File: src/ftpad_pkg.sv
// types and constants for the ftp ascii receive decoder
`timescale 1ns / 1ps

package ftpad_pkg;

  localparam logic [7:0] BYTE_ESC = 8'hFF;
  localparam logic [7:0] BYTE_EOR = 8'h01;
  localparam logic [7:0] BYTE_EOF = 8'h02;
  localparam logic [7:0] BYTE_CR  = 8'h0D;
  localparam logic [7:0] BYTE_LF  = 8'h0A;
  localparam logic [7:0] BYTE_NUL = 8'h00;

  // configuration register indexes
  localparam logic CFG_ASCII_MODE       = 1'b0;
  localparam logic CFG_RECORD_STRUCTURE = 1'b1;

  // result kinds
  localparam logic KIND_DATA = 1'b0;
  localparam logic KIND_END  = 1'b1;

  // one decoded result
  typedef struct packed {
    logic [7:0] data;
    logic       kind;
  } result_t;

endpackage

File: src/ftp_ascii_receive_decoder.sv
// ftp ascii receive decoder: network-form bytes in, local text bytes out
`timescale 1ns / 1ps
//
//  channel   dir  handshake                 payload
//  s_axis    in   s_axis_tvalid/tready      tdata: data_byte, tuser: start_req
//  m_axis    out  m_axis_tvalid/tready      tdata: out_byte, tuser: kind, tlast: last
//  cfg       in   cfg_valid/cfg_ready       cfg_index, cfg_data (always ready)
//
//  one request is decoded in the cycle it is accepted; its zero to three results
//  land in a three-slot result register and leave one per cycle while m_axis_tready is high.
//  a request giving one result sustains one request per clock while the output is not
//  stalled; a request giving n results holds the input, set by the single output port.
//  a new request is taken while the last result of the previous one leaves.
//  rst (synchronous) empties the result register, clears the held cr, held esc
//  and finished flags, and sets ascii_mode=1, record_structure=0.

module ftp_ascii_receive_decoder
  import ftpad_pkg::*;
(
  input  logic       clk,
  input  logic       rst,
  // input byte stream
  input  logic       s_axis_tvalid,
  output logic       s_axis_tready,
  input  logic [7:0] s_axis_tdata,   // [7:0] data_byte
  input  logic [0:0] s_axis_tuser,   // [0] start_req
  // decoded byte stream
  output logic       m_axis_tvalid,
  input  logic       m_axis_tready,
  output logic [7:0] m_axis_tdata,   // [7:0] out_byte
  output logic [0:0] m_axis_tuser,   // [0] kind
  output logic       m_axis_tlast,
  // configuration writes
  input  logic       cfg_valid,
  output logic       cfg_ready,
  input  logic [0:0] cfg_index,
  input  logic [0:0] cfg_data
);

  // configuration registers
  logic ascii_mode;
  logic record_structure;

  // decoder flags
  logic cr_pending;
  logic esc_pending;
  logic finished;

  // result register: slot 0 is the head, cnt results remain
  result_t     slot [3];
  logic [1:0]  cnt;

  // decode outputs
  result_t     grp_next [3];
  logic [1:0]  n_next;
  logic        cr_next;
  logic        esc_next;
  logic        fin_next;

  logic s_accept;
  logic m_accept;
  logic [7:0] c;

  assign c         = s_axis_tdata;
  assign cfg_ready = 1'b1;

  assign m_axis_tvalid = (cnt != 2'd0);
  assign m_axis_tdata  = slot[0].data;
  assign m_axis_tuser  = slot[0].kind;
  assign m_axis_tlast  = (cnt == 2'd1);

  // free when empty, or when the only result left goes out this cycle
  assign s_axis_tready = (cnt == 2'd0) || ((cnt == 2'd1) && m_axis_tready);
  assign s_accept      = s_axis_tvalid && s_axis_tready;
  assign m_accept      = m_axis_tvalid && m_axis_tready;

  // decode one byte against the flags; results are appended in emit order
  always_comb begin
    grp_next[0] = '{data: BYTE_NUL, kind: KIND_DATA};
    grp_next[1] = '{data: BYTE_NUL, kind: KIND_DATA};
    grp_next[2] = '{data: BYTE_NUL, kind: KIND_DATA};
    n_next      = 2'd0;
    // start of a new transfer clears every flag before the byte counts
    cr_next     = s_axis_tuser[0] ? 1'b0 : cr_pending;
    esc_next    = s_axis_tuser[0] ? 1'b0 : esc_pending;
    fin_next    = s_axis_tuser[0] ? 1'b0 : finished;

    if (fin_next) begin
      // end marker seen: drop everything until the next start
      n_next = 2'd0;
    end else if (!ascii_mode) begin
      // image mode: straight through, flags untouched
      grp_next[0] = '{data: c, kind: KIND_DATA};
      n_next      = 2'd1;
    end else begin
      case (c)
        BYTE_CR: begin
          if (esc_next) begin
            grp_next[n_next] = '{data: BYTE_ESC, kind: KIND_DATA};
            n_next           = n_next + 2'd1;
            esc_next         = 1'b0;
          end
          // cr after cr: release the older one, hold the new one
          if (cr_next) begin
            grp_next[n_next] = '{data: BYTE_CR, kind: KIND_DATA};
            n_next           = n_next + 2'd1;
          end
          cr_next = 1'b1;
        end
        BYTE_LF: begin
          // cr lf collapses to lf
          cr_next     = 1'b0;
          grp_next[0] = '{data: BYTE_LF, kind: KIND_DATA};
          n_next      = 2'd1;
        end
        BYTE_NUL: begin
          // cr nul gives a bare cr
          if (cr_next) begin
            cr_next     = 1'b0;
            grp_next[0] = '{data: BYTE_CR, kind: KIND_DATA};
          end else begin
            grp_next[0] = '{data: BYTE_NUL, kind: KIND_DATA};
          end
          n_next = 2'd1;
        end
        BYTE_ESC: begin
          if (cr_next) begin
            grp_next[n_next] = '{data: BYTE_CR, kind: KIND_DATA};
            n_next           = n_next + 2'd1;
            cr_next          = 1'b0;
          end
          if (!record_structure) begin
            grp_next[n_next] = '{data: BYTE_ESC, kind: KIND_DATA};
            n_next           = n_next + 2'd1;
          end else if (esc_next) begin
            // esc esc is a literal esc
            grp_next[n_next] = '{data: BYTE_ESC, kind: KIND_DATA};
            n_next           = n_next + 2'd1;
            esc_next         = 1'b0;
          end else begin
            esc_next = 1'b1;
          end
        end
        BYTE_EOR: begin
          // esc eor is end of record, a held cr stays held
          if (esc_next) begin
            grp_next[0] = '{data: BYTE_LF, kind: KIND_DATA};
            esc_next    = 1'b0;
          end else begin
            grp_next[0] = '{data: BYTE_EOR, kind: KIND_DATA};
          end
          n_next = 2'd1;
        end
        BYTE_EOF: begin
          // esc eof ends the transfer with a marker result
          if (esc_next) begin
            grp_next[0] = '{data: BYTE_NUL, kind: KIND_END};
            cr_next     = 1'b0;
            esc_next    = 1'b0;
            fin_next    = 1'b1;
          end else begin
            grp_next[0] = '{data: BYTE_EOF, kind: KIND_DATA};
          end
          n_next = 2'd1;
        end
        default: begin
          // ordinary byte flushes held cr, then held esc, then itself
          if (cr_next) begin
            grp_next[n_next] = '{data: BYTE_CR, kind: KIND_DATA};
            n_next           = n_next + 2'd1;
            cr_next          = 1'b0;
          end
          if (esc_next) begin
            grp_next[n_next] = '{data: BYTE_ESC, kind: KIND_DATA};
            n_next           = n_next + 2'd1;
            esc_next         = 1'b0;
          end
          grp_next[n_next] = '{data: c, kind: KIND_DATA};
          n_next           = n_next + 2'd1;
        end
      endcase
    end
  end

  // control state
  always_ff @(posedge clk) begin
    if (rst) begin
      ascii_mode       <= 1'b1;
      record_structure <= 1'b0;
      cr_pending       <= 1'b0;
      esc_pending      <= 1'b0;
      finished         <= 1'b0;
      cnt              <= 2'd0;
    end else begin
      if (cfg_valid && cfg_ready) begin
        case (cfg_index)
          CFG_ASCII_MODE:       ascii_mode       <= cfg_data[0];
          CFG_RECORD_STRUCTURE: record_structure <= cfg_data[0];
          default:              ;
        endcase
      end
      if (s_accept) begin
        cr_pending  <= cr_next;
        esc_pending <= esc_next;
        finished    <= fin_next;
        cnt         <= n_next;
      end else if (m_accept) begin
        cnt <= cnt - 2'd1;
      end
    end
  end

  // result slots: load a fresh group or shift toward the head
  always_ff @(posedge clk) begin
    if (s_accept) begin
      slot[0] <= grp_next[0];
      slot[1] <= grp_next[1];
      slot[2] <= grp_next[2];
    end else if (m_accept) begin
      slot[0] <= slot[1];
      slot[1] <= slot[2];
    end
  end

endmodule

File: config.mk
export PLATFORM = sky130hd
export DESIGN_NAME = ftp_ascii_receive_decoder
export DESIGN_NICKNAME = d
export VERILOG_FILES = /design/src/ftpad_pkg.sv /design/src/ftp_ascii_receive_decoder.sv
export SDC_FILE = /design/constraint.sdc
export NUM_CORES = 1
export LEC_CHECK = 0
export ABC_AREA = 1
export BUFFER_PORTS_ARGS = -buffer_cell sky130_fd_sc_hd__clkbuf_2
export CAP_MARGIN = 20
export CORE_AREA = 4 4 72 74
export DETAILED_ROUTE_END_ITERATION = 7
export DIE_AREA = 0 0 76 78
export PLACE_DENSITY = 0.7
export SLEW_MARGIN = 10
export SYNTH_ARGS = -nofsm -noshare
export SYNTH_HDL_FRONTEND = slang
export SYNTH_SLANG_ARGS = --single-unit
File: constraint.sdc
create_clock -name clk -period 3.5 [get_ports clk]
set_input_delay 0.175 -clock clk [delete_from_list [all_inputs] [get_ports clk]]
set_output_delay 0.175 -clock clk [all_outputs]
set_load 0.005 [all_outputs]
* Word level (Yosys, flattened, before mapping)
Memories as Yosys holds them, arrays and structs flattened. Cells that the tools add are included.
Operators by class: add/subtract/negate cells 5, multiply operators 0, div/mod/pow operators 0, magnitude comparators 8, equal/unequal tests 6, shift-type cells 0, multiplexer cells 80, bitwise gates (word level) 16, reduce and logical (&&, ||, !) cells 17
Operator list (count):
- $mux W27 | 8
- $mux W9 | 17
- $demux W9 S2 | 4
- $pmux W18 S3 | 1
- $pmux W9 S6 | 1
- $or A24 B24 Y24 | 2
- $mux W2 | 20
- $bwmux W27 | 1
- $mux W1 | 21
- $and A18 B18 Y18 | 1
- $mux W18 | 1
- $not A18 Y18 | 1
- $eq A8 B4 Y1 const B | 2
- $ge A3 B3 Y1 const B | 4
- $lt A3 B1 Y1 const B | 4
- $not A2 Y3 | 4
- $mux W5 | 2
- $or A9 B9 Y9 | 1
- $add A2 B1 Y2 const B | 4
- $eq A8 B1 Y1 const B | 1
- $eq A8 B2 Y1 const B | 1
- $eq A8 B8 Y1 const B | 1
- $logic_not A8 Y1 | 1
- $logic_and A1 B1 Y1 | 7
- other kinds (17) | 22
Storage, ports and cells: flip-flop bits (word level) 7, bits in latches 0, RAM bits 27, ROM bits 0, output and inout port bits 13, word-level logic and storage cells 139, memories 1
Memory list:
- slot | depth 3, width 9, read ports 3, clocked after Yosys merged registers in 0, write ports 3, line ftp_ascii_receive_decoder.sv:50 | result_t slot [3];

* Depth between registers and ports, before layout
Gate-level depths: netlist (run 1).
depth in word-level cells 21, gate-level depth with buffers 14, mapped depth without buffers 13

* Least setup slack after synthesis (run 1)
Ideal clock, no wire load.
path kind register to register, start reg cnt[0], end mem slot[0][15] in the netlist's numbering (data pin), arrival 1.499 ns, data required time 3.355 ns, path slack 1.856 ns, stages on the path, launching flop included 11, path buffers 1, period minus slack after synthesis 1.644 ns, cells stage by stage dfxtp_1 -> inv_1 -> ha_1 -> inv_1 -> nand2_1 -> nand2_1 -> nand2_1 -> inv_1 -> clkbuf_1 -> nand2_1 -> o21ai_1
RTL lines:
- from (decl) | line ftp_ascii_receive_decoder.sv:51 | logic [1:0] cnt;
- from (signal assigned) | line ftp_ascii_receive_decoder.sv:206 | cnt <= n_next;
- from (signal assigned) | line ftp_ascii_receive_decoder.sv:208 | cnt <= cnt - 2'd1;
- to (decl) | line ftp_ascii_receive_decoder.sv:50

==> run metrics, run 1 <==
result of the run=finished clean; crit path launch=esc_pending; Hold Slack=76.6 ps; syn_area_per_cell=7.53 sq um; post-synthesis cell type count=29; initial antenna violation count=0; share of the synthesized area in the top cell type=35.0%; worst endpoint required time=3540 ps; share of the cycle needed by the critical path after routing=57.4%; H-tree depth=2; Layout Nets=328; total overflow reported by the global router=0; syn nets=307; fmax=0.497 GHz; Overall Global Routing Usage=16.8%; measured slew at the worst slew-check pin=740 ps; Yosys warnings=0; largest net degree at the start of global routing=20; clock buffer depth=2; first-pass iteration count of the detailed router=4; classification of the worst-slack hold path=in2reg; area overhead of the layout relative to synthesis=10.3%; number of filler instances in the final layout=446; biggest area contributors in the synthesized netlist=sky130_fd_sc_hd__edfxtp_1 (35%), sky130_fd_sc_hd__nand2_1 (14%), sky130_fd_sc_hd__nor2_1 (6.6%), sky130_fd_sc_hd__dfxtp_1 (6.5%), sky130_fd_sc_hd__inv_1 (4.4%); sum of negative setup slack=0 ps; Crit Reg-Reg Startpoint=esc_pending; last weighted congestion value of the routability-driven placer=0.878; most common cell after layout, fill and taps aside=sky130_fd_sc_hd__nand2_1; count of inserted antenna diode cells=0; unrepaired setup endpoints after global routing=false; total power draw=1.51 mW; number of global-route vias before repair=1832; FF/Latch Area=891 sq um; Clock Tree Root=sky130_fd_sc_hd__clkbuf_8; number of hold-repair buffers added at the cts stage=0; post-synthesis instance total=285; dominant cell type by area after synthesis=sky130_fd_sc_hd__edfxtp_1; die width=76 um; TritonCTS clock tree=built; quantity of gates resized following cts=0; netlist area before placement=2150 sq um; remaining max-slew budget at the tightest pin=50.6%; Max FO, Critical Path=7; clock latency of the later-clocked register in the worst-skew pair=280 ps; startpoint type of the worst setup path=flop; setup skew after layout=6.85 ps; wire length after detailed routing=4.69 mm; cell row count=25; sequential fraction of the synthesis area=41.5%; area used by multi-input combinational logic=1050 sq um; kind of end point of the critical path=flop; count of boundary I/O pins=29; peak supply drop=0.187 mV; max-slew violation count=0; antenna viol nets, final=0; core region area=4600 sq um; Min Clock Period, post-route=2010 ps; highest-count cells in the layout ignoring fill and taps=sky130_fd_sc_hd__nand2_1 (81), sky130_fd_sc_hd__nor2_1 (38), sky130_fd_sc_hd__clkbuf_2 (27), sky130_fd_sc_hd__inv_1 (25), sky130_fd_sc_hd__edfxtp_1 (25); worst path arrival time=2050 ps; first-iteration detailed-routing DRC count=87; Buffers on Ports=27; detail-routed via count per cell=5.16; height of the die=78 um; number of remaining DRC errors=0; clock transition at the registers of the reported paths=70 ps; flip-flop and latch count after synthesis=32; buffers inserted during post-CTS setup optimization=0; crit path kind=reg2reg; max-capacitance violation count=0; count of vias placed by the detailed router=1861; final count of negative-setup-slack endpoints=0; total clock buffers created by CTS=5; Sink Count=32; fraction of layout cells with a size suffix above 1=21.5%; Fin. Hold Viols=0; DPL Wire Length=3.61 mm; detail-routed net length per standard cell=13.0 um; Die Footprint=5930 sq um; total leakage power=1.13 nW; wire length of the first global-routing pass=8.22 mm; power density over the cells=637 nW/um^2; Hold Crit Start=rst; Initial Utilization=46.7%
-- stage by stage --
stage	worst slack, ps	instances	util [%]	cell area, sq um
final	1490	361	51.5	2370
after global routing	1340	361	51.5	2370
after CTS	1510	361	51.5	2370
after detailed placement	1500	353	49.1	2260
after global placement	1520	353	49.1	2260
after floorplan	1860	285	-	2150
-- synth_stat cells, drive strengths merged --
cell	n
a21oi	17
a221oi	1
a31oi	1
buf	12
clkbuf	1
conb	1
dfxtp	7
edfxtp	25
ha	6
inv	31
nand2	92
nand3	16
nand3b	1
nand4	3
nor2	47
nor3	1
o211ai	2
o21a	1
o21ai	20
-- layout make-up --
class                      instances  area share, %
clock buffer                       5           2.91
tap                               54           2.85
sequential                        32           37.6
timing repair buffer              27           5.71
inverter                          31           4.92
clock inverter                     3           1.80
multi-input combinational        209           44.2
-- registers in the layout, summed over array words and instances (netlist names) --
| register | count |
|---|---|
| slot | 25 |
| cnt | 2 |
| record_structure | 1 |
| esc_pending | 1 |
| finished | 1 |
| ascii_mode | 1 |
| cr_pending | 1 |
-- metal layers --
| layer | track usage, % | routed length, um |
|---|---|---|
| met5 | 0 | 0 |
| met1 | 20.1 | 2020 |
| met2 | 30.0 | 2300 |
| met3 | 3.13 | 279 |
| met4 | 5.87 | 94 |
-- cell families (layout without fill, tap and decap cells) --
logic type,Yosys count,count (layout),share of synthesized area [%]
flops,32,32,41.5
fa+ha+maj,6,6,3.50
other cells,1,1,0.175
compound gates,42,42,10.9
buf+inv,44,66,9.74
simple gates,160,160,34.2
-- report_power, final --
group	leakage [nW]	internal (mW)	switching, mW	total, mW
Sequential	0.306	0.605	0.0403	0.646
Clock	0.0541	0.211	0.146	0.356
Combinational	0.766	0.164	0.340	0.505
-- critical path: stages, from the launching register on --
cell and delay, ps:
sky130_fd_sc_hd__dfxtp_1 310, sky130_fd_sc_hd__nand2_1 180, sky130_fd_sc_hd__inv_1 180, sky130_fd_sc_hd__ha_1 250
sky130_fd_sc_hd__o21ai_0 220, sky130_fd_sc_hd__nor2_1 60, sky130_fd_sc_hd__a21oi_1 170, sky130_fd_sc_hd__nand2_1 80
sky130_fd_sc_hd__nand2_1 80, sky130_fd_sc_hd__nand2_2 70, sky130_fd_sc_hd__nand3_1 100, sky130_fd_sc_hd__nand2_1 60
-- final timing paths --
check | to | slack (ps) | cells past startpoint
worst max-delay path | slot[0][6] | 1490 | 11
worst min-delay path | cr_pending | 80 | 2
worst max register to register | slot[0][6] | 1490 | 11
worst min register to register | finished | 470 | 2
Power figures use the tool's default switching activity.
==> run 2: changes to the inputs <==
--- a/config.mk
+++ b/config.mk
@@ -11,7 +11,7 @@
 export CORE_AREA = 4 4 72 74
 export DETAILED_ROUTE_END_ITERATION = 7
 export DIE_AREA = 0 0 76 78
-export PLACE_DENSITY = 0.7
+export PLACE_DENSITY = 0.73
 export SLEW_MARGIN = 10
 export SYNTH_ARGS = -nofsm -noshare
 export SYNTH_HDL_FRONTEND = slang
==> constraint.sdc (replaced) <==
create_clock -name clk -period 1.8 [get_ports clk]
set_input_delay 0.09 -clock clk [delete_from_list [all_inputs] [get_ports clk]]
set_output_delay 0.09 -clock clk [all_outputs]
set_load 0.005 [all_outputs]
==> run metrics, run 2 (synthesis results as in run 1) <==
peak per-stage delay on the critical path=360 ps (was 310 ps); worst endpoint required time=1840 ps (was 3540 ps); max-slew violation count=0 (unchanged); share of the cycle needed by the critical path after routing=94.0% (was 57.4%); max-capacitance violation count=0 (unchanged); Layout Nets=340 (was 328); count of inserted antenna diode cells=0 (unchanged); die width=76 um (unchanged); last weighted congestion value of the routability-driven placer=0.948 (was 0.878); biggest regs=slot (25), cnt (2) (unchanged); Hold Crit Start=cfg_data (was rst); detail-routed net length per standard cell=13.2 um (was 13.0 um); setup skew after layout=5.46 ps (was 6.85 ps); kind of end point of the critical path=flop (unchanged); Sink Count=32 (unchanged); most common cell after layout, fill and taps aside=sky130_fd_sc_hd__nand2_1 (unchanged); Max FO, Critical Path=4 (was 7); total leakage power=1.18 nW (was 1.13 nW); number of global-route vias before repair=1793 (was 1832); register with the highest flop count=slot (unchanged); Clock Tree Root=sky130_fd_sc_hd__clkbuf_8 (unchanged); power density over the cells=1180 nW/um^2 (was 637 nW/um^2); Worst path slowest cell=sky130_fd_sc_hd__nor3_1 (was sky130_fd_sc_hd__dfxtp_1); detail-routed via count per cell=5.16 (about the same); Worst path most repeated cell=sky130_fd_sc_hd__nand2_1 (unchanged); Die Footprint=5930 sq um (unchanged); final standard cell count with taps included and fillers excluded=373 (was 361); FF-to-FF End=slot[0][1] (was slot[0][6]); number of instances on the worst hold path=3 (was 2); Crit Reg-Reg Startpoint=cr_pending (was esc_pending); Post-Place Cells=362 (was 353); startpoint type of the worst setup path=flop (unchanged); crit path kind=reg2reg (unchanged); Buffers on Ports=27 (unchanged); Initial Utilization=46.7% (unchanged); Top Family by Delay on Critical Path=simple AND/OR/NAND/NOR gates (unchanged); register-to-register path setup slack=110 ps (was 1490 ps); TritonCTS clock tree=built (unchanged); wire length after detailed routing=4.92 mm (was 4.69 mm); Fin. Hold Viols=0 (unchanged); Worst Path Buf+Inv=2 (was 1); clock buffer depth=2 (unchanged); count of vias placed by the detailed router=1924 (was 1861); core region area=4600 sq um (unchanged); flip-flop count of the largest register, all copies and words added=25 (unchanged); wire length of the first global-routing pass=8.31 mm (was 8.22 mm); cell row count=25 (unchanged); total overflow reported by the global router=0 (unchanged); initial antenna violation count=0 (unchanged); first-pass iteration count of the detailed router=4 (unchanged); cell area after placement=2340 sq um (was 2260 sq um); sum of negative setup slack=0 ps (unchanged); fin area=2460 sq um (was 2370 sq um); highest-count cells in the layout ignoring fill and taps=sky130_fd_sc_hd__nand2_1 (78), sky130_fd_sc_hd__nor2_1 (37), sky130_fd_sc_hd__clkbuf_2 (27), sky130_fd_sc_hd__edfxtp_1 (25), sky130_fd_sc_hd__inv_1 (22) (was sky130_fd_sc_hd__nand2_1 (81), sky130_fd_sc_hd__nor2_1 (38), sky130_fd_sc_hd__clkbuf_2 (27), sky130_fd_sc_hd__inv_1 (25), sky130_fd_sc_hd__edfxtp_1 (25)); peak supply drop=0.385 mV (was 0.187 mV); number of remaining DRC errors=0 (unchanged); clock latency of the later-clocked register in the worst-skew pair=280 ps (about the same); total clock buffers created by CTS=5 (unchanged); fraction of layout cells with a size suffix above 1=27.0% (was 21.5%); Min Clock Period, post-route=1690 ps (was 2010 ps); depth of the worst register-to-register path=9 (was 11); classification of the worst-slack hold path=in2reg (unchanged); series of cell instances along the critical path=nand2_2 -> inv_1 -> buf_4 -> nand2_1 -> nand2_1 -> nor3_1 -> nand3_1 -> nand3_1 -> nand2_1 (was nand2_1 -> inv_1 -> ha_1 -> o21ai_0 -> nor2_1 -> a21oi_1 -> nand2_1 -> nand2_1 -> nand2_2 -> nand3_1 -> nand2_1); first-iteration detailed-routing DRC count=122 (was 87); fmax=0.591 GHz (was 0.497 GHz); largest net degree at the start of global routing=20 (unchanged); result of the run=finished clean (unchanged); count of boundary I/O pins=29 (unchanged); crit path launch=cr_pending (was esc_pending); final count of negative-setup-slack endpoints=0 (unchanged); worst path arrival time=1740 ps (was 2050 ps); Hold EP=ascii_mode (was cr_pending); clock transition at the registers of the reported paths=70 ps (about the same); area overhead of the layout relative to synthesis=14.6% (was 10.3%); H-tree depth=2 (unchanged); height of the die=78 um (unchanged); Overall Global Routing Usage=17.3% (was 16.8%); DPL Wire Length=3.74 mm (was 3.61 mm); antenna viol nets, final=0 (unchanged)
## run 2: how the worst max path moves through the flow
stage / depth (start not counted) / to / slack (ps)
floorplan: 10 / slot[0][15] / 160
global placement: 6 / slot[0][11] / 100
detailed placement: 11 / slot[0][8] / 40
CTS: 11 / slot[0][8] / 30
global route: 12 / cnt[0] / -20
finish: 9 / slot[0][1] / 110
## run 2: tightest hold or removal path: stages
cell                       delay, ps
sky130_fd_sc_hd__clkbuf_2         90
sky130_fd_sc_hd__nand2_1          50
sky130_fd_sc_hd__o211ai_1         70
## run 2: cell type report
type / instances / area (sq um)
repair buffers: 39 / 240
well taps: 54 / 67.6
clock inverters: 3 / 13.8
multi-input cells: 209 / 1060
inverters: 31 / 116
flip-flops and latches: 32 / 893
clock buffers: 5 / 68.8
fillers: 458 / 2140
## run 2: what timing repair did
item / in CTS / in global routing
setup buffers: 0 / 2
gates resized for setup: 0 / 11
hold buffers: 1 / 0
setup endpoints to repair: 0 / 18
hold endpoints to repair: 1 / 0
## run 2: report_power, final
group	internal, mW	leakage [nW]	switching, mW
combinational	0.426	0.828	0.688
clock	0.262	0.0453	0.258
sequential	1.18	0.307	0.0822
total	1.86	1.18	1.03
## run 2: per-layer routing
metal | GRT usage [%] | routed length, um | vias to the layer above
met5 | 0 | 0 | -
met4 | 5.87 | 72 | 0
met3 | 3.36 | 261 | 6
met2 | 29.7 | 2500 | 59
met1 | 21.7 | 2090 | 877
li1 | - | - | 982
## run 2: per-stage QoR
stage | setup slack [ps] | hold WS [ps] | util [%] | total power, mW
4_1_cts | 28.5 | 53.3 | 52.8 | 2.88
2_1_floorplan | 156 | 159 | - | 2.02
6_report | 107 | 54.8 | 53.5 | 2.89
3_3_place_gp | 96.4 | 284 | 50.8 | 2.34
5_1_grt | -15.9 | 80.8 | 53.5 | 3.12
3_5_place_dp | 43.5 | 294 | 50.8 | 2.37
==> run 3: changes to the inputs <==
--- a/config.mk
+++ b/config.mk
@@ -5,13 +5,12 @@
 export SDC_FILE = /design/constraint.sdc
 export NUM_CORES = 1
 export LEC_CHECK = 0
-export ABC_AREA = 1
 export BUFFER_PORTS_ARGS = -buffer_cell sky130_fd_sc_hd__clkbuf_2
 export CAP_MARGIN = 20
-export CORE_AREA = 4 4 72 74
+export CORE_AREA = 4 4 71 73
 export DETAILED_ROUTE_END_ITERATION = 7
-export DIE_AREA = 0 0 76 78
-export PLACE_DENSITY = 0.73
+export DIE_AREA = 0 0 75 77
+export PLACE_DENSITY = 0.74
 export SLEW_MARGIN = 10
 export SYNTH_ARGS = -nofsm -noshare
 export SYNTH_HDL_FRONTEND = slang
==> run metrics, run 3 <==
result of the run=finished with violations (was finished clean); violations in the final reports=negative setup slack; count of vias placed by the detailed router=2031 (was 1924); area used by multi-input combinational logic=1260 sq um (was 1060 sq um); first-iteration detailed-routing DRC count=198 (was 122); Overall Global Routing Usage=21.1% (was 17.3%); Layout Nets=323 (was 340); Max FO, Critical Path=3 (was 4); Clock Tree Root=sky130_fd_sc_hd__clkbuf_8 (unchanged); syn nets=255 (was 307); depth of the worst register-to-register path=7 (was 9); count of inserted antenna diode cells=0 (unchanged); wire length after detailed routing=5.82 mm (was 4.92 mm); syn_area_per_cell=9.13 sq um (was 7.53 sq um); final count of negative-setup-slack endpoints=3 (was 0); Top Family by Delay on Critical Path=compound AO/OA/AOI/OAI gates (was simple AND/OR/NAND/NOR gates); crit path kind=reg2reg (unchanged); Post-Route Utilization=67.6% (was 53.5%); detail-routed via count per cell=5.74 (was 5.16); detail-routed net length per standard cell=16.4 um (was 13.2 um); share of the synthesized area in the top cell type=35.3% (was 35.0%); highest-count cells in the layout ignoring fill and taps=sky130_fd_sc_hd__buf_4 (49), sky130_fd_sc_hd__nand2_1 (31), sky130_fd_sc_hd__clkbuf_2 (27), sky130_fd_sc_hd__edfxtp_1 (25), sky130_fd_sc_hd__o21ai_0 (14) (was sky130_fd_sc_hd__nand2_1 (78), sky130_fd_sc_hd__nor2_1 (37), sky130_fd_sc_hd__clkbuf_2 (27), sky130_fd_sc_hd__edfxtp_1 (25), sky130_fd_sc_hd__inv_1 (22)); Worst path slowest cell=sky130_fd_sc_hd__a2111oi_4 (was sky130_fd_sc_hd__nor3_1); NetSw=0.961 mW (was 1.03 mW); number of remaining DRC errors=0 (unchanged); classification of the worst-slack hold path=in2reg (unchanged); share of the cycle needed by the critical path after routing=100% (was 94.0%); Buffers on Ports=27 (unchanged); setup skew after layout=9.63 ps (was 5.46 ps); clock buffer depth=2 (unchanged); series of cell instances along the critical path=nor2b_4 -> buf_6 -> ha_4 -> a2111oi_4 -> o2bb2ai_2 -> and3_4 -> a22o_1 (was nand2_2 -> inv_1 -> buf_4 -> nand2_1 -> nand2_1 -> nor3_1 -> nand3_1 -> nand3_1 -> nand2_1); last weighted congestion value of the routability-driven placer=0.916 (was 0.948); Sink Count=32 (unchanged); Hold Slack=14.3 ps (was 54.8 ps); largest net degree at the start of global routing=18 (was 20); kind of end point of the critical path=flop (unchanged); height of the die=77 um (was 78 um); main flop type after synthesis=sky130_fd_sc_hd__edfxtp_1 (unchanged); fraction of layout cells with a size suffix above 1=43.7% (was 27.0%); switching portion of total power=32.2% (was 35.6%); most frequent cells after synthesis=sky130_fd_sc_hd__nand2_1 (35), sky130_fd_sc_hd__edfxtp_1 (25), sky130_fd_sc_hd__o21ai_0 (18), sky130_fd_sc_hd__and2_1 (11) (was sky130_fd_sc_hd__nand2_1 (81), sky130_fd_sc_hd__nor2_1 (38), sky130_fd_sc_hd__edfxtp_1 (25), sky130_fd_sc_hd__inv_1 (25), sky130_fd_sc_hd__a21oi_1 (17)); path length in cells of the critical path=7 (was 9); H-tree depth=2 (unchanged); Min Clock Period, post-route=1810 ps (was 1690 ps); total power draw=2.99 mW (was 2.89 mW); Initial Utilization=48.9% (was 46.7%); FF/Latch Area=896 sq um (was 893 sq um); core region area=4350 sq um (was 4600 sq um); startpoint type of the worst setup path=flop (unchanged); biggest area contributors in the synthesized netlist=sky130_fd_sc_hd__edfxtp_1 (35%), sky130_fd_sc_hd__dfxtp_1 (6.6%), sky130_fd_sc_hd__nand2_1 (6.2%), sky130_fd_sc_hd__o21ai_0 (4.2%), sky130_fd_sc_hd__ha_1 (3.5%) (was sky130_fd_sc_hd__edfxtp_1 (35%), sky130_fd_sc_hd__nand2_1 (14%), sky130_fd_sc_hd__nor2_1 (6.6%), sky130_fd_sc_hd__dfxtp_1 (6.5%), sky130_fd_sc_hd__inv_1 (4.4%)); Die Footprint=5780 sq um (was 5930 sq um); TritonCTS clock tree=built (unchanged); dominant cell type by area after synthesis=sky130_fd_sc_hd__edfxtp_1 (unchanged); antenna viol nets, final=0 (unchanged); max-slew violation count=0 (unchanged); initial antenna violation count=0 (unchanged); count of boundary I/O pins=29 (unchanged); cell internal power dissipation=2.03 mW (was 1.86 mW); async set or reset register ratio after synthesis=0% (unchanged); number of global-route vias before repair=1910 (was 1793); peak supply drop=0.420 mV (was 0.385 mV); Worst Path Buf+Inv=1 (was 2); post-synthesis cell type count=51 (was 29); combinational power share=38.1% (was 38.5%); register with the highest flop count=slot (unchanged); most common cell after layout, fill and taps aside=sky130_fd_sc_hd__buf_4 (was sky130_fd_sc_hd__nand2_1); Fin. Hold Viols=0 (unchanged); netlist area before placement=2130 sq um (was 2150 sq um); wire length of the first global-routing pass=9.25 mm (was 8.31 mm); sequential fraction of the synthesis area=41.9% (was 41.5%); die width=75 um (was 76 um); clock latency of the later-clocked register in the worst-skew pair=290 ps (was 280 ps); number of filler instances in the final layout=317 (was 458); power density over the cells=1010 nW/um^2 (was 1180 nW/um^2); clock transition at the registers of the reported paths=80 ps (was 70 ps); worst path arrival time=1850 ps (was 1740 ps); total leakage power=1.24 nW (was 1.18 nW); Yosys warnings=0 (unchanged); number of enable flip-flop cells after synthesis=25 (unchanged); max-capacitance violation count=0 (unchanged); Clk network pwr share=24.0% (was 18.0%); biggest regs=slot (25), cnt (2) (unchanged); most numerous cell in the Yosys netlist=sky130_fd_sc_hd__nand2_1 (unchanged); fmax=0.553 GHz (was 0.591 GHz); total clock buffers created by CTS=5 (unchanged); worst endpoint required time=1840 ps (about the same); sum of negative setup slack=-23.6 ps (was 0 ps); total overflow reported by the global router=0 (unchanged); number of instances on the worst hold path=2 (was 3); unrepaired setup endpoints after global routing=true; post-synthesis instance total=233 (was 285); cell row count=24 (was 25); first-pass iteration count of the detailed router=5 (was 4); fraction of power consumed by sequential logic=37.9% (was 43.5%); flip-flop and latch count after synthesis=32 (unchanged); peak per-stage delay on the critical path=340 ps (was 360 ps); final critical-path setup slack=-8.90 ps (was 107 ps); area overhead of the layout relative to synthesis=38.5% (was 14.6%); DPL Wire Length=4.27 mm (was 3.74 mm); flip-flop count of the largest register, all copies and words added=25 (unchanged)
[run 3: changes by cell type in the layout (fill, tap and decap cells not counted), sizes merged, moves of 5 or more]
| cell | before | now |
|---|---|---|
| a21oi | 17 | 11 |
| and2 | 0 | 12 |
| nand2 | 92 | 35 |
| a22o | 0 | 8 |
| nor3 | 1 | 6 |
| buf | 11 | 55 |
| inv | 31 | 8 |
| nor2 | 47 | 10 |
| nor2b | 0 | 10 |
| nand3 | 16 | 4 |
[run 3: path summary, 6_finish.rpt]
check | to | start | slack, ps
worst min register to register | finished | finished | 510
worst min-delay path | ascii_mode | cfg_data | 10
worst max-delay path | slot[0][13] | cr_pending | -9
worst max register to register | slot[0][13] | cr_pending | -9
[run 3: kinds of logic after synthesis]
| kind of cell | share of synthesized area (%) |
|---|---|
| buffers and inverters | 6.94 |
| muxes | 0.471 |
| AOI/OAI and AO/OA | 20.7 |
| other | 0.176 |
| and+or+nand+nor | 26.3 |
| adders and majority gates | 3.53 |
| DFF | 41.9 |
[run 3: timing repair]
| action | CTS | global route |
|---|---|---|
| hold buffers | 0 | 0 |
| resized for setup | 19 | 28 |
| setup endpoints to repair | 14 | 19 |
| buffers inserted | 2 | 2 |
| pin swaps | 10 | 15 |
[run 3: metal layers]
| layer | share of wire [%] | global-route usage [%] |
|---|---|---|
| met5 | 0 | 0 |
| met4 | 2.8 | 7.83 |
| met3 | 8.3 | 3.66 |
| met2 | 46 | 31.4 |
| met1 | 43 | 30.0 |
[run 3: per-stage QoR]
step	area (sq um)	worst slack (ps)	instances
after CTS	2810	-84.2	352
final	2950	-8.90	354
after detailed placement	2640	-104	344
after global placement	2640	-70.0	344
after floorplan	2150	19.9	233
after global routing	2950	-82.3	354
[run 3: layout make-up]
cell class / instances / share of cell area [%]
Multi-Input combinational cell: 172 / 42.8
Inverter: 8 / 1.10
Sequential cell: 32 / 30.4
Clock buffer: 5 / 2.34
Timing Repair Buffer: 82 / 19.7
Clock inverter: 3 / 1.44
Tap cell: 52 / 2.21
[run 3: power groups by stage]
stage | clock, mW | sequential [mW] | combinational [mW]
floorplan | 0 | 1.12 | 0.660
global placement | 0 | 1.14 | 0.975
detailed placement | 0 | 1.14 | 0.999
CTS | 0.720 | 1.13 | 1.04
global route | 0.740 | 1.15 | 1.25
finish | 0.716 | 1.13 | 1.14
